<file path="config.mk">
export PLATFORM = sky130hd
export DESIGN_NAME = fetch_backoff_scheduler
export DESIGN_NICKNAME = d
export VERILOG_FILES = /design/src/rtl/fbs_pkg.sv /design/src/rtl/fbs_backoff.sv /design/src/rtl/fbs_gate.sv /design/src/rtl/fetch_backoff_scheduler.sv
export SDC_FILE = /design/constraint.sdc
export NUM_CORES = 1
export LEC_CHECK = 0
export ABC_CLOCK_PERIOD_IN_PS = 15000
export BUFFER_PORTS_ARGS = -buffer_cell sky130_fd_sc_hd__buf_4
export CAP_MARGIN = 10
export CORE_ASPECT_RATIO = 1.5
export CORE_MARGIN = 2
export CORE_UTILIZATION = 60
export DETAILED_ROUTE_END_ITERATION = 12
export PLACE_DENSITY_LB_ADDON = 0.3
export SYNTH_ARGS = -nofsm -noshare
export SYNTH_HDL_FRONTEND = slang
export SYNTH_SLANG_ARGS = --single-unit
export TNS_END_PERCENT = 5
</file>
<file path="constraint.sdc">
create_clock -name clk -period 15 [get_ports clk]
set_input_delay 1.5 -clock clk [delete_from_list [all_inputs] [get_ports clk]]
set_output_delay 1.5 -clock clk [all_outputs]
set_load 0.02 [all_outputs]
</file>
<file path="src/rtl/fbs_pkg.sv">
// Shared types, codes and constants of the fetch backoff scheduler.
`timescale 1ns / 1ps

package fbs_pkg;

    localparam int TimeW   = 32;
    localparam int PollW   = 27;
    localparam int StreakW = 3;
    localparam int StatusW = 11;
    localparam int JitterW = 16;
    localparam int ModeW   = 2;
    localparam int CmdW    = 2;
    localparam int CfgIdxW = 2;
    localparam int CfgDataW = 32;
    localparam int InDataW  = 64;
    localparam int OutDataW = 64;

    // Item commands.
    localparam logic [CmdW-1:0] CMD_TICK    = 2'd0;
    localparam logic [CmdW-1:0] CMD_OUTCOME = 2'd1;
    localparam logic [CmdW-1:0] CMD_FORCE   = 2'd2;

    // Source modes; the fourth code behaves as plain polling.
    localparam logic [ModeW-1:0] MODE_AIR  = 2'd0;
    localparam logic [ModeW-1:0] MODE_HTTP = 2'd1;
    localparam logic [ModeW-1:0] MODE_POLL = 2'd2;

    // Configuration register indexes.
    localparam logic [CfgIdxW-1:0] REG_SOURCE_MODE = 2'd0;
    localparam logic [CfgIdxW-1:0] REG_POLL        = 2'd1;
    localparam logic [CfgIdxW-1:0] REG_HOLD_EN     = 2'd2;
    localparam logic [CfgIdxW-1:0] REG_HOLD_UNTIL  = 2'd3;

    localparam logic [PollW-1:0]   POLL_RESET   = 27'd60000;
    localparam logic [StreakW-1:0] STREAK_MAX   = 3'd7;
    localparam logic [StreakW-1:0] AIR_SHIFT_MAX  = 3'd3;
    localparam logic [StreakW-1:0] HTTP_SHIFT_MAX = 3'd4;
    localparam logic [PollW-1:0]   LONG_CAP       = 27'd120000;
    localparam logic [PollW-1:0]   SHORT_CAP      = 27'd30000;
    localparam logic [PollW-1:0]   SHORT_BASE     = 27'd3000;
    localparam logic [PollW-1:0]   PREFLIGHT_WAIT = 27'd5000;
    localparam logic [PollW-1:0]   COOLDOWN_WAIT  = 27'd4000;

    localparam logic signed [StatusW-1:0] ST_TOO_MANY    = 11'sd429;
    localparam logic signed [StatusW-1:0] ST_UNAVAILABLE = 11'sd503;
    localparam logic signed [StatusW-1:0] ST_PREFLIGHT   = -11'sd2;
    localparam logic signed [StatusW-1:0] ST_COOLDOWN    = -11'sd3;

    typedef struct packed {
        logic               first_pending;
        logic               force_pending;
        logic [TimeW-1:0]   last_fetch;
        logic [TimeW-1:0]   next_due;
        logic [TimeW-1:0]   cooldown;
        logic [StreakW-1:0] streak;
    } fbs_state_t;

    // True when time a lies before time b, taking wrap into account.
    function automatic logic time_before(input logic [TimeW-1:0] a, input logic [TimeW-1:0] b);
        logic [TimeW-1:0] d;
        d = a - b;
        return d[TimeW-1];
    endfunction

endpackage

</file>
<file path="src/rtl/fbs_backoff.sv">
// Backoff length chosen on a failed fetch, by mode, status code and streak.
`timescale 1ns / 1ps

module fbs_backoff
    import fbs_pkg::*;
(
    input  logic [ModeW-1:0]          mode,
    input  logic [PollW-1:0]          poll,
    input  logic [StreakW-1:0]        streak,
    input  logic signed [StatusW-1:0] status,
    output logic [PollW-1:0]          backoff
);

    logic [StreakW-1:0] air_sh;
    logic [StreakW-1:0] http_sh;
    logic [PollW+2:0]   air_wide;
    logic [PollW+1:0]   thr_wide;
    logic [PollW-1:0]   http_wide;
    logic [PollW-1:0]   air_b;
    logic [PollW-1:0]   thr_b;
    logic [PollW-1:0]   http_b;
    logic               status_le0;
    logic               throttled;

    always_comb
    begin
        air_sh  = (streak > AIR_SHIFT_MAX) ? AIR_SHIFT_MAX : streak;
        http_sh = (streak > HTTP_SHIFT_MAX) ? HTTP_SHIFT_MAX : streak;

        air_wide = {3'b000, poll} << air_sh;
        air_b    = (air_wide > {3'b000, LONG_CAP}) ? LONG_CAP : air_wide[PollW-1:0];

        thr_wide = {poll, 2'b00};
        thr_b    = (thr_wide > {2'b00, LONG_CAP}) ? LONG_CAP : thr_wide[PollW-1:0];

        // The short base shifted by at most four stays far below the field width.
        http_wide = SHORT_BASE << http_sh;
        http_b    = (http_wide > SHORT_CAP) ? SHORT_CAP : http_wide;

        status_le0 = status[StatusW-1] || (status == '0);
        throttled  = (status == ST_TOO_MANY) || (status == ST_UNAVAILABLE);

        backoff = poll;
        if (mode == MODE_AIR)
        begin
            if (status_le0)
                backoff = air_b;
            else if (throttled)
                backoff = thr_b;
        end
        else
        begin
            if (status == ST_PREFLIGHT)
                backoff = PREFLIGHT_WAIT;
            else if (status == ST_COOLDOWN)
                backoff = COOLDOWN_WAIT;
            else if (status_le0)
                backoff = http_b;
            else if (throttled)
                backoff = thr_b;
        end
    end

endmodule

</file>
<file path="src/rtl/fbs_gate.sv">
// Tick decision: whether a fetch is issued now, and the state a tick leaves.
`timescale 1ns / 1ps

module fbs_gate
    import fbs_pkg::*;
(
    input  fbs_state_t         cur,
    input  logic [ModeW-1:0]   mode,
    input  logic [PollW-1:0]   poll,
    input  logic               hold_en,
    input  logic [TimeW-1:0]   hold_until,
    input  logic [TimeW-1:0]   now,
    input  logic [JitterW-1:0] jitter,
    output logic               fetch,
    output fbs_state_t         nxt
);

    logic             hold_first;
    logic             cd_hold;
    logic [TimeW-1:0] due;
    logic [TimeW-1:0] since;

    always_comb
    begin
        hold_first = cur.first_pending && hold_en && time_before(now, hold_until);
        cd_hold    = (cur.cooldown != '0) && time_before(now, cur.cooldown);
        due        = (cur.next_due == '0) ? now : cur.next_due;
        since      = now - cur.last_fetch;
        nxt        = cur;
        fetch      = 1'b0;

        if (hold_first)
            fetch = 1'b0;
        else if (cur.force_pending)
            fetch = 1'b1;
        else if (mode == MODE_AIR)
        begin
            if (!cd_hold)
            begin
                // A zero due time is seeded with now even when no fetch follows.
                nxt.next_due = due;
                fetch = cur.first_pending || !time_before(now, due);
            end
        end
        else if (mode == MODE_HTTP && cd_hold)
            fetch = 1'b0;
        else
            fetch = cur.first_pending || (since >= {{(TimeW-PollW){1'b0}}, poll});

        if (fetch)
        begin
            nxt.last_fetch    = now;
            nxt.first_pending = 1'b0;
            nxt.force_pending = 1'b0;
            if (mode == MODE_AIR)
                nxt.next_due = now + {{(TimeW-PollW){1'b0}}, poll}
                                   + {{(TimeW-JitterW){1'b0}}, jitter};
        end
    end

endmodule

</file>
<file path="src/rtl/fetch_backoff_scheduler.sv">
// Top level of the fetch backoff scheduler: item registers, state and handshakes.
`timescale 1ns / 1ps
// Path: an accepted item waits in the input register until the result register is empty or draining.
// Throughput: one item per cycle while the result side does not stall; the input register and the
// result register each hold one item, and the tick and backoff logic between them is combinational.
// Reset: asynchronous, active low; clears the valid flags of both item registers and the scheduler state,
// and puts the configuration registers at their documented reset values.

module fetch_backoff_scheduler
    import fbs_pkg::*;
(
    input  logic                clk,
    input  logic                rst_n,
    input  logic                cfg_we,
    input  logic [CfgIdxW-1:0]  cfg_index,
    input  logic [CfgDataW-1:0] cfg_wdata,
    input  logic                s_axis_tvalid,
    output logic                s_axis_tready,
    // now_ms[31:0], fetch_ok[32], status_code[43:33], jitter_ms[59:44], zero fill
    input  logic [InDataW-1:0]  s_axis_tdata,
    // cmd[1:0]
    input  logic [CmdW-1:0]     s_axis_tuser,
    output logic                m_axis_tvalid,
    input  logic                m_axis_tready,
    // fetch_now[0], backoff_ms[27:1], failure_streak[30:28],
    // cooldown_until_ms[62:31], zero fill
    output logic [OutDataW-1:0] m_axis_tdata
);

    logic [ModeW-1:0]    mode_reg;
    logic [PollW-1:0]    poll_reg;
    logic                hold_en_reg;
    logic [TimeW-1:0]    hold_until_reg;

    logic                in_valid_reg;
    logic [InDataW-1:0]  in_data_reg;
    logic [CmdW-1:0]     in_cmd_reg;
    logic                out_valid_reg;
    logic [OutDataW-1:0] out_data_reg;
    logic [OutDataW-1:0] out_data_next;

    fbs_state_t          state_reg;
    fbs_state_t          state_next;
    fbs_state_t          tick_state;

    logic                fire;
    logic [TimeW-1:0]    now;
    logic                ok;
    logic signed [StatusW-1:0] status;
    logic [JitterW-1:0]  jitter;
    logic                tick_fetch;
    logic                fetch_now;
    logic [StreakW-1:0]  streak_inc;
    logic [PollW-1:0]    fail_backoff;
    logic [PollW-1:0]    backoff;

    assign now    = in_data_reg[31:0];
    assign ok     = in_data_reg[32];
    assign status = in_data_reg[43:33];
    assign jitter = in_data_reg[59:44];

    // The loaded item moves on whenever the result register is empty or draining.
    assign fire          = in_valid_reg && (!out_valid_reg || m_axis_tready);
    assign s_axis_tready = !in_valid_reg || fire;
    assign m_axis_tvalid = out_valid_reg;
    assign m_axis_tdata  = out_data_reg;

    assign streak_inc = (state_reg.streak == STREAK_MAX) ? STREAK_MAX
                                                         : state_reg.streak + 3'd1;

    fbs_gate u_gate (
        .cur        (state_reg),
        .mode       (mode_reg),
        .poll       (poll_reg),
        .hold_en    (hold_en_reg),
        .hold_until (hold_until_reg),
        .now        (now),
        .jitter     (jitter),
        .fetch      (tick_fetch),
        .nxt        (tick_state)
    );

    fbs_backoff u_backoff (
        .mode    (mode_reg),
        .poll    (poll_reg),
        .streak  (streak_inc),
        .status  (status),
        .backoff (fail_backoff)
    );

    always_comb
    begin
        state_next = state_reg;
        fetch_now  = 1'b0;
        backoff    = '0;
        case (in_cmd_reg)
            CMD_TICK:
            begin
                state_next = tick_state;
                fetch_now  = tick_fetch;
            end
            CMD_OUTCOME:
            begin
                // Plain polling modes ignore outcomes.
                if (!mode_reg[1])
                begin
                    if (ok)
                    begin
                        state_next.streak   = '0;
                        state_next.cooldown = '0;
                    end
                    else
                    begin
                        state_next.streak   = streak_inc;
                        state_next.cooldown = now + {{(TimeW-PollW){1'b0}}, fail_backoff};
                        backoff             = fail_backoff;
                    end
                end
            end
            CMD_FORCE:
                state_next.force_pending = 1'b1;
            default:
                state_next = state_reg;
        endcase
        out_data_next = {1'b0, state_next.cooldown, state_next.streak, backoff, fetch_now};
    end

    always_ff @(posedge clk or negedge rst_n)
    begin
        if (!rst_n)
        begin
            mode_reg       <= MODE_POLL;
            poll_reg       <= POLL_RESET;
            hold_en_reg    <= 1'b0;
            hold_until_reg <= '0;
        end
        else if (cfg_we)
        begin
            unique case (cfg_index)
                REG_SOURCE_MODE: mode_reg       <= cfg_wdata[ModeW-1:0];
                REG_POLL:        poll_reg       <= cfg_wdata[PollW-1:0];
                REG_HOLD_EN:     hold_en_reg    <= cfg_wdata[0];
                REG_HOLD_UNTIL:  hold_until_reg <= cfg_wdata[TimeW-1:0];
                default:         hold_en_reg    <= hold_en_reg;
            endcase
        end
    end

    always_ff @(posedge clk or negedge rst_n)
    begin
        if (!rst_n)
        begin
            in_valid_reg  <= 1'b0;
            out_valid_reg <= 1'b0;
            state_reg     <= '{first_pending: 1'b1, force_pending: 1'b0,
                               last_fetch: '0, next_due: '0, cooldown: '0, streak: '0};
        end
        else
        begin
            if (s_axis_tready)
                in_valid_reg <= s_axis_tvalid;
            if (fire)
            begin
                out_valid_reg <= 1'b1;
                state_reg     <= state_next;
            end
            else if (m_axis_tready)
                out_valid_reg <= 1'b0;
        end
    end

    always_ff @(posedge clk)
    begin
        if (s_axis_tready && s_axis_tvalid)
        begin
            in_data_reg <= s_axis_tdata;
            in_cmd_reg  <= s_axis_tuser;
        end
        if (fire)
            out_data_reg <= out_data_next;
    end

    a_no_overwrite: assert property (@(posedge clk) disable iff (!rst_n)
        out_valid_reg && !m_axis_tready |-> !fire)
        else $error("result register overwritten while stalled");

    a_force_arms: assert property (@(posedge clk) disable iff (!rst_n)
        fire && in_cmd_reg == CMD_FORCE |=> state_reg.force_pending)
        else $error("force item did not arm a fetch");

    a_fetch_clears: assert property (@(posedge clk) disable iff (!rst_n)
        fire && fetch_now |=> !state_reg.first_pending && !state_reg.force_pending)
        else $error("fetch left first or force pending");

    a_success_clears: assert property (@(posedge clk) disable iff (!rst_n)
        fire && in_cmd_reg == CMD_OUTCOME && ok && !mode_reg[1]
        |=> state_reg.streak == '0 && state_reg.cooldown == '0)
        else $error("success did not clear streak and cooldown");

    a_ready_when_empty: assert property (@(posedge clk) disable iff (!rst_n)
        !in_valid_reg |-> s_axis_tready)
        else $error("input not ready while input register is empty");

endmodule

</file>
==> impl_metrics.csv, run 1 <==
group,metric,value,unit
floorplan,ios,171,
logic_synthesis,ys.flop_type,"dfrtp_1",
floorplan,initial_core_util,0.608,
worst_hold_path,hold_path_depth,1,
logic_synthesis,ys_ff_latch,290,
global_route,grt_start_max_net_pins,92,
timing,worst_slew_pin_slew,1.11,ns
critical_path,worstSetupStartpointType,"flip-flop",
timing,finalSetupTns,0,ns
layout,antenna_cells,0,
floorplan,rows,85,
layout,drive_gt1_frac,0.154,
routing,drt_first_iter_violations,1537,
timing,worst_clock_skew,0.0158,ns
worst_hold_path,min_path_type,"flip-flop to flip-flop",
global_route,overflow,0,
floorplan,die_h,237,um
critical_path,reg2regPathDepth,20,
layout,largest_reg_flops,101,
layout,fin_nets,2733,
placement,gp_congestion,0.951,
power_and_ir_drop,powerDensity,171,mW/mm2
floorplan,design.die.area,0.0379,mm2
logic_synthesis,syn_nets,2612,
global_route,antenna_found_initial,0,
timing,setup_violations,0,
logic_synthesis,synth_cells,2267,
logic_synthesis,synth_area,0.0218,mm2
status,status,"complete, no violations",
routing,antenna_left,0,
clock_tree,clk_latency,0.60,ns
placement,io_buffers,165,
clock_tree,cts.path.max_buffers,3,
timing,slew_violations,0,
routing,drt-vias-per-instance,6.78,
timing,max_slew_margin,0.243,
floorplan,core_area,0.0358,mm2
layout,stdcell_area,0.0245,mm2
timing,max_freq,139,MHz
routing,vias,19600,
placement,dpl_cell_area,0.0235,mm2
global_route,grt_pass1_wl,106000,um
clock_tree,htree_levels,1,
timing,period_share,0.481,
timing,finalHoldViolCount,0,
timing,fin_crit,7.21,ns
critical_path,endpoint_kind,"flip-flop",
logic_synthesis,async_flop_share,0.569,
layout,area_growth,12.4,%
logic_synthesis,synth.distinct_cells,89,
critical_path,cp.arrival,7.56,ns
placement,hpwl,52100,um
clock_tree,path_clk_slew,0.06,ns
logic_synthesis,synth_area_per_cell,9.61,um2
routing,route.detailed.drc,0,
global_route,grt_pass1_vias,19700,
routing,drt-total-wl,69200,um
power_and_ir_drop,ir_drop,141,uV
power_and_ir_drop,leakage,10.7,nW
logic_synthesis,ys_warn_count,0,
routing,dr.pass1.iters,6,
timing,grt_setup_unrepaired,"no",
critical_path,worstPathMaxFanout,28,
clock_tree,cts_tree,"yes",
routing,wl_per_cell,24.0,um
clock_tree,cts_buffers,29,
clock_tree,cts-root-buf,"clkbuf_16",
global_route,grt_use_total,0.356,
clock_tree,cts_resized,0,
layout,final.fill_count,2765,
floorplan,dieWidth,160,um
critical_path,path_class,"flip-flop to flip-flop",
clock_tree,ctsHoldBuffers,0,
logic_synthesis,ys_seq_area_frac,0.362,
flow_run,maxCapViolCount,0,
logic_synthesis,synth-edff-count,125,
clock_tree,postCtsSetupRepairBufs,0,
clock_tree,cts_sinks,290,
critical_path,crit_required,15.35,ns
-- logic make-up (layout without fill, tap and decap cells) --
kind of cell | Yosys count | in the layout | synth area share
buffers and inverters | 286 | 430 | 0.0514
XOR/XNOR | 76 | 76 | 0.0305
adder cells (fa/ha/maj) | 240 | 240 | 0.144
flip-flops | 290 | 290 | 0.362
AND/OR/NAND/NOR | 528 | 528 | 0.124
other | 1 | 1 | 0.000172
multiplexers | 91 | 91 | 0.0465
AO/OA/AOI/OAI | 755 | 755 | 0.240
-- final cells by class --
class | count | area [um2] | share of cell area
Multi-Input combinational cell | 1691 | 12800 | 0.524
Sequential cell | 290 | 7890 | 0.322
Clock inverter | 17 | 203 | 0.00828
Inverter | 165 | 621 | 0.0253
Timing Repair Buffer | 211 | 1590 | 0.0648
Clock buffer | 37 | 756 | 0.0309
Tap cell | 478 | 598 | 0.0244
-- critical path, cell delays in order (launching register included) --
cell and delay (ns):
dfrtp_1 0.60, ha_1 0.46, or3_1 0.89, nand2_1 0.37, o32a_1 0.38, a21oi_1 0.33
nand4_1 0.17, o21ai_0 0.12, buf_4 0.22, nand2_1 0.15, o21ba_2 0.28, ha_1 0.35
and3_1 0.22, a221oi_1 0.25, o21ai_0 0.33, a21bo_2 0.32, a2111oi_0 0.41, nor3_1 0.15
a2111oi_0 0.60, nor4_1 0.18, a21o_1 0.19
-- path summary, 6_finish.rpt --
path	startpoint	endpoint	slack, ns
max reg2reg	state_reg[0]	m_axis_tdata[48]	7.79
min reg2reg	hold_until_reg[14]	hold_until_reg[14]	0.51
max	state_reg[0]	m_axis_tdata[48]	7.79
min	hold_until_reg[14]	hold_until_reg[14]	0.51
max in group asynchronous	rst_n	state_reg[74]	12.13
min in group asynchronous	rst_n	state_reg[9]	0.93
-- layout by cell type (no fill, tap or decap), types with 11 or more instances in the layout --
cell / instances
o21a_1: 17
o211ai_1: 18
o22ai_1: 20
nor4_1: 29
a21oi_1: 197
buf_4: 210
nor3_1: 41
xor2_1: 30
o311ai_1: 32
fa_1: 19
mux2_2: 72
o2111ai_1: 35
and2_1: 11
a31oi_1: 29
inv_1: 164
clkbuf_16: 29
nand2b_1: 24
a311oi_1: 34
nand2_1: 138
nor2_1: 99
dfrtp_1: 156
a221oi_1: 30
nor2b_1: 27
nand3_1: 31
and3_1: 29
o31ai_1: 14
a21o_1: 63
ha_1: 221
mux2i_1: 17
edfxtp_1: 125
a211oi_1: 26
a22o_1: 17
xnor2_1: 46
a2111oi_0: 39
nand4_1: 35
o21ai_0: 101
-- synth_stat cells (24+ instances only) --
cell type / count / share of area
clkbuf_1: 98 / 0.017
o21ai_0: 101 / 0.023
xor2_1: 30 / 0.012
a21o_1: 63 / 0.022
nor2_1: 103 / 0.018
nand2_1: 138 / 0.024
nor3_1: 42 / 0.0096
mux2_2: 72 / 0.037
nand3_1: 31 / 0.0071
xnor2_1: 46 / 0.018
a21oi_1: 197 / 0.045
a311oi_1: 34 / 0.014
dfrtp_1: 156 / 0.18
nor4_1: 29 / 0.0083
nand4_1: 35 / 0.010
nand2b_1: 24 / 0.0069
o311ai_1: 32 / 0.013
a211oi_1: 27 / 0.0093
o2111ai_1: 35 / 0.014
a31oi_1: 29 / 0.0083
nor2b_1: 27 / 0.0078
and3_1: 29 / 0.0083
ha_1: 221 / 0.13
inv_1: 165 / 0.028
a2111oi_0: 39 / 0.016
edfxtp_1: 125 / 0.17
a221oi_1: 30 / 0.012
-- power breakdown --
part           switching, W  leakage, nW  internal (W)
Combinational       0.00134         7.07      0.000876
Clock              0.000322        0.470      0.000427
Sequential         0.000185         3.12       0.00103
Total               0.00185         10.7       0.00233
-- metal layers --
| layer | routed length, um | up-vias | global-route usage |
|---|---|---|---|
| met5 | 0 | - | 0 |
| met3 | 4930 | 261 | 0.0489 |
| met4 | 4590 | 0 | 0.220 |
| met2 | 34400 | 890 | 0.629 |
| met1 | 25300 | 9503 | 0.408 |
| li1 | - | 8947 | - |
-- through the flow --
step / utilization / power, W / hold WS (ns) / instances / worst slack [ns]
final: 0.683 / 0.00418 / 0.506 / 2889 / 7.79
after global routing: 0.683 / 0.00444 / 0.520 / 2889 / 7.24
after CTS: 0.683 / 0.00414 / 0.506 / 2889 / 7.95
after detailed placement: 0.656 / 0.00338 / 0.493 / 2835 / 7.99
after global placement: 0.656 / 0.00331 / 0.486 / 2835 / 8.10
after floorplan: - / 0.00276 / 0.457 / 2267 / 9.46
Power figures use the tool's default switching activity.
==> run 2, diff against run 1 <==
ABC_AREA = 1   (was default)
ABC_CLOCK_PERIOD_IN_PS = 6900   (was 15000)
clock period = 6.9 ns   (was 15 ns; I/O delays follow)
==> impl_metrics.csv, run 2 <==
group,metric,value,unit
status,status,"complete, no violations",
critical_path,endpoint_kind,"flip-flop",
logic_synthesis,synth_area,0.0220,mm2
layout,stdcell_area,0.0247,mm2
global_route,antenna_found_initial,0,
global_route,grt_start_max_net_pins,99,
power_and_ir_drop,p_sw_frac,0.461,
timing,finalHoldViolCount,0,
critical_path,worstSetupStartpointType,"flip-flop",
routing,antenna_left,0,
routing,drt_first_iter_violations,2031,
critical_path,cp_slowest_cell,"dfrtp_1",
routing,vias,21100,
power_and_ir_drop,combPwrFrac,0.546,
critical_path,slowest_delay,0.47,ns
logic_synthesis,synthSimpleGateAreaFrac,0.241,
placement,gp_congestion,0.980,
power_and_ir_drop,p_switching,0.00434,W
power_and_ir_drop,leakage,11.9,nW
floorplan,rows,86,
power_and_ir_drop,powerDensity,381,mW/mm2
layout,area_growth,12.1,%
floorplan,ios,171,
routing,drt-vias-per-instance,5.91,
critical_path,crit_path_frequent_cell,"nand2_1",
clock_tree,htree_levels,1,
logic_synthesis,async_flop_share,0.569,
logic_synthesis,yosys.area.top_type,"dfrtp_1",
clock_tree,cts_buffers,28,
floorplan,die_h,239,um
clock_tree,clk_latency,0.58,ns
layout,mostFrequentLayoutCell,"nand2_1",
critical_path,path_class,"flip-flop to flip-flop",
logic_synthesis,ys_warn_count,0,
floorplan,initial_core_util,0.604,
clock_tree,path_clk_slew,0.07,ns
logic_synthesis,syn_nets,3271,
logic_synthesis,synth.area.mux_share,0.00187,
logic_synthesis,ys.flop_type,"dfrtp_1",
power_and_ir_drop,power_frac_clock,0.174,
layout,final.fill_count,3117,
routing,drt-total-wl,67300,um
clock_tree,ctsHoldBuffers,0,
timing,setup_violations,0,
clock_tree,cts_tree,"yes",
routing,wl_per_cell,18.9,um
placement,io_buffers,165,
timing,max_freq,173,MHz
critical_path,worstPathMaxFanout,55,
logic_synthesis,synth-compound-area-share,0.157,
critical_path,cp.arrival,6.20,ns
logic_synthesis,synth.distinct_cells,61,
timing,slew_violations,0,
clock_tree,cts.path.max_buffers,3,
logic_synthesis,yosysMostFrequentCell,"nand2_1",
logic_synthesis,ys_ff_latch,290,
layout,final_cell_mix,"812 x nand2_1, 322 x inv_1, 242 x o21ai_0",
layout,antenna_cells,0,
timing,fin_crit,5.79,ns
power_and_ir_drop,ir_drop,285,uV
logic_synthesis,synthAdderAreaFrac,0.143,
floorplan,core_area,0.0365,mm2
layout,largest_reg_flops,101,
logic_synthesis,synth_cells,2926,
logic_synthesis,netlist.area_leader.share,0.177,
timing,worst_slew_pin_slew,1.23,ns
routing,route.detailed.drc,0,
clock_tree,cts-root-buf,"clkbuf_16",
flow_run,maxCapViolCount,0,
clock_tree,postCtsSetupRepairBufs,0,
timing,worst_clock_skew,0.0200,ns
logic_synthesis,synthTopCellsByArea,"dfrtp_1 18%, edfxtp_1 17%, nand2_1 14%, ha_1 13%, inv_1 5.5%",
critical_path,crit_required,7.31,ns
clock_tree,cts_resized,0,
global_route,grt_pass1_vias,21100,
clock_tree,cts_sinks,290,
timing,period_share,0.839,
floorplan,design.die.area,0.0383,mm2
logic_synthesis,synth_area_per_cell,7.54,um2
layout,fin_nets,3404,
logic_synthesis,ys_seq_area_frac,0.358,
power_and_ir_drop,p_int,0.00507,W
logic_synthesis,synth_common_cells,"812 x nand2_1, 324 x inv_1, 242 x o21ai_0",
global_route,overflow,0,
timing,max_slew_margin,0.180,
global_route,grt_use_total,0.352,
layout,drive_gt1_frac,0.0974,
power_and_ir_drop,pwr-share-seq,0.280,
timing,finalSetupTns,0,ns
floorplan,dieWidth,161,um
logic_synthesis,synth_xor_area_frac,0.0218,
logic_synthesis,synth_top_family_by_area,"simple AND/OR/NAND/NOR gates",
timing,grt_setup_unrepaired,"no",
placement,hpwl,52100,um
global_route,grt_pass1_wl,106000,um
logic_synthesis,synth-edff-count,125,
placement,dpl_cell_area,0.0237,mm2
routing,dr.pass1.iters,6,
worst_hold_path,min_path_type,"input pin to asynchronous set/reset pin",
timing,hold_ws,0.0834,ns
## run 2: cell families (layout without fill, tap and decap cells)
kind of cell / after synthesis / count (layout)
multiplexers: 4 / 4
XOR/XNOR: 55 / 55
buffers and inverters: 430 / 585
AO/OA/AOI/OAI: 637 / 637
AND/OR/NAND/NOR: 1269 / 1269
adder cells (fa/ha/maj): 240 / 240
flip-flops: 290 / 290
other: 1 / 1
## run 2: critical path: cells and delay by family (launching register included)
| family | cells | cell delay, ns |
|---|---|---|
| simple gates | 18 | 2.57 |
| compound gates | 8 | 1.20 |
| mux | 1 | 0.23 |
| fa+ha+maj | 3 | 0.89 |
| flops | 1 | 0.47 |
| buf+inv | 2 | 0.23 |
## run 2: power groups by stage
| stage | sequential [W] | clock (W) | combinational [W] |
|---|---|---|---|
| global route | 0.00267 | 0.00171 | 0.00581 |
| detailed placement | 0.00265 | 0 | 0.00505 |
| floorplan | 0.00264 | 0 | 0.00369 |
| finish | 0.00264 | 0.00164 | 0.00514 |
| CTS | 0.00262 | 0.00165 | 0.00509 |
| global placement | 0.00263 | 0 | 0.00485 |
## run 2: final timing paths
check	slack [ns]	to	cells after the start	from
worst max-delay path	1.11	state_reg[29]	32	state_reg[0]
worst min-delay path	0.08	hold_until_reg[9]	1	rst_n
worst max register to register	1.11	state_reg[29]	32	state_reg[0]
worst min register to register	0.48	state_reg[77]	2	state_reg[77]
max in group asynchronous	5.61	state_reg[25]	2	rst_n
min in group clk	0.29	in_data_reg[24]	1	s_axis_tdata[24]
## run 2: stage by stage
step	utilization	cells	worst slack [ns]	power, W
3_3_place_gp	0.651	3513	1.49	0.00748
2_1_floorplan	-	2926	2.59	0.00633
6_report	0.677	3565	1.11	0.00941
5_1_grt	0.677	3565	0.453	0.0102
4_1_cts	0.677	3565	1.20	0.00936
3_5_place_dp	0.651	3513	1.23	0.00770
## run 2: routing by layer
layer	track usage	wire [um]	vias up
met2	0.654	34800	875
met1	0.390	24300	9829
li1	-	-	10100
met3	0.0394	4250	239
met5	0	0	-
met4	0.193	3970	0
## run 2: cell type report
cell class                 instances  area (um2)  area share
multi-input combinational       2206       12500       0.505
inverter                         333        1250      0.0507
tap                              484         606      0.0245
clock inverter                    20         236     0.00957
sequential                       290        7890       0.319
timing repair buffer             200        1510      0.0609
clock buffer                      32         737      0.0298
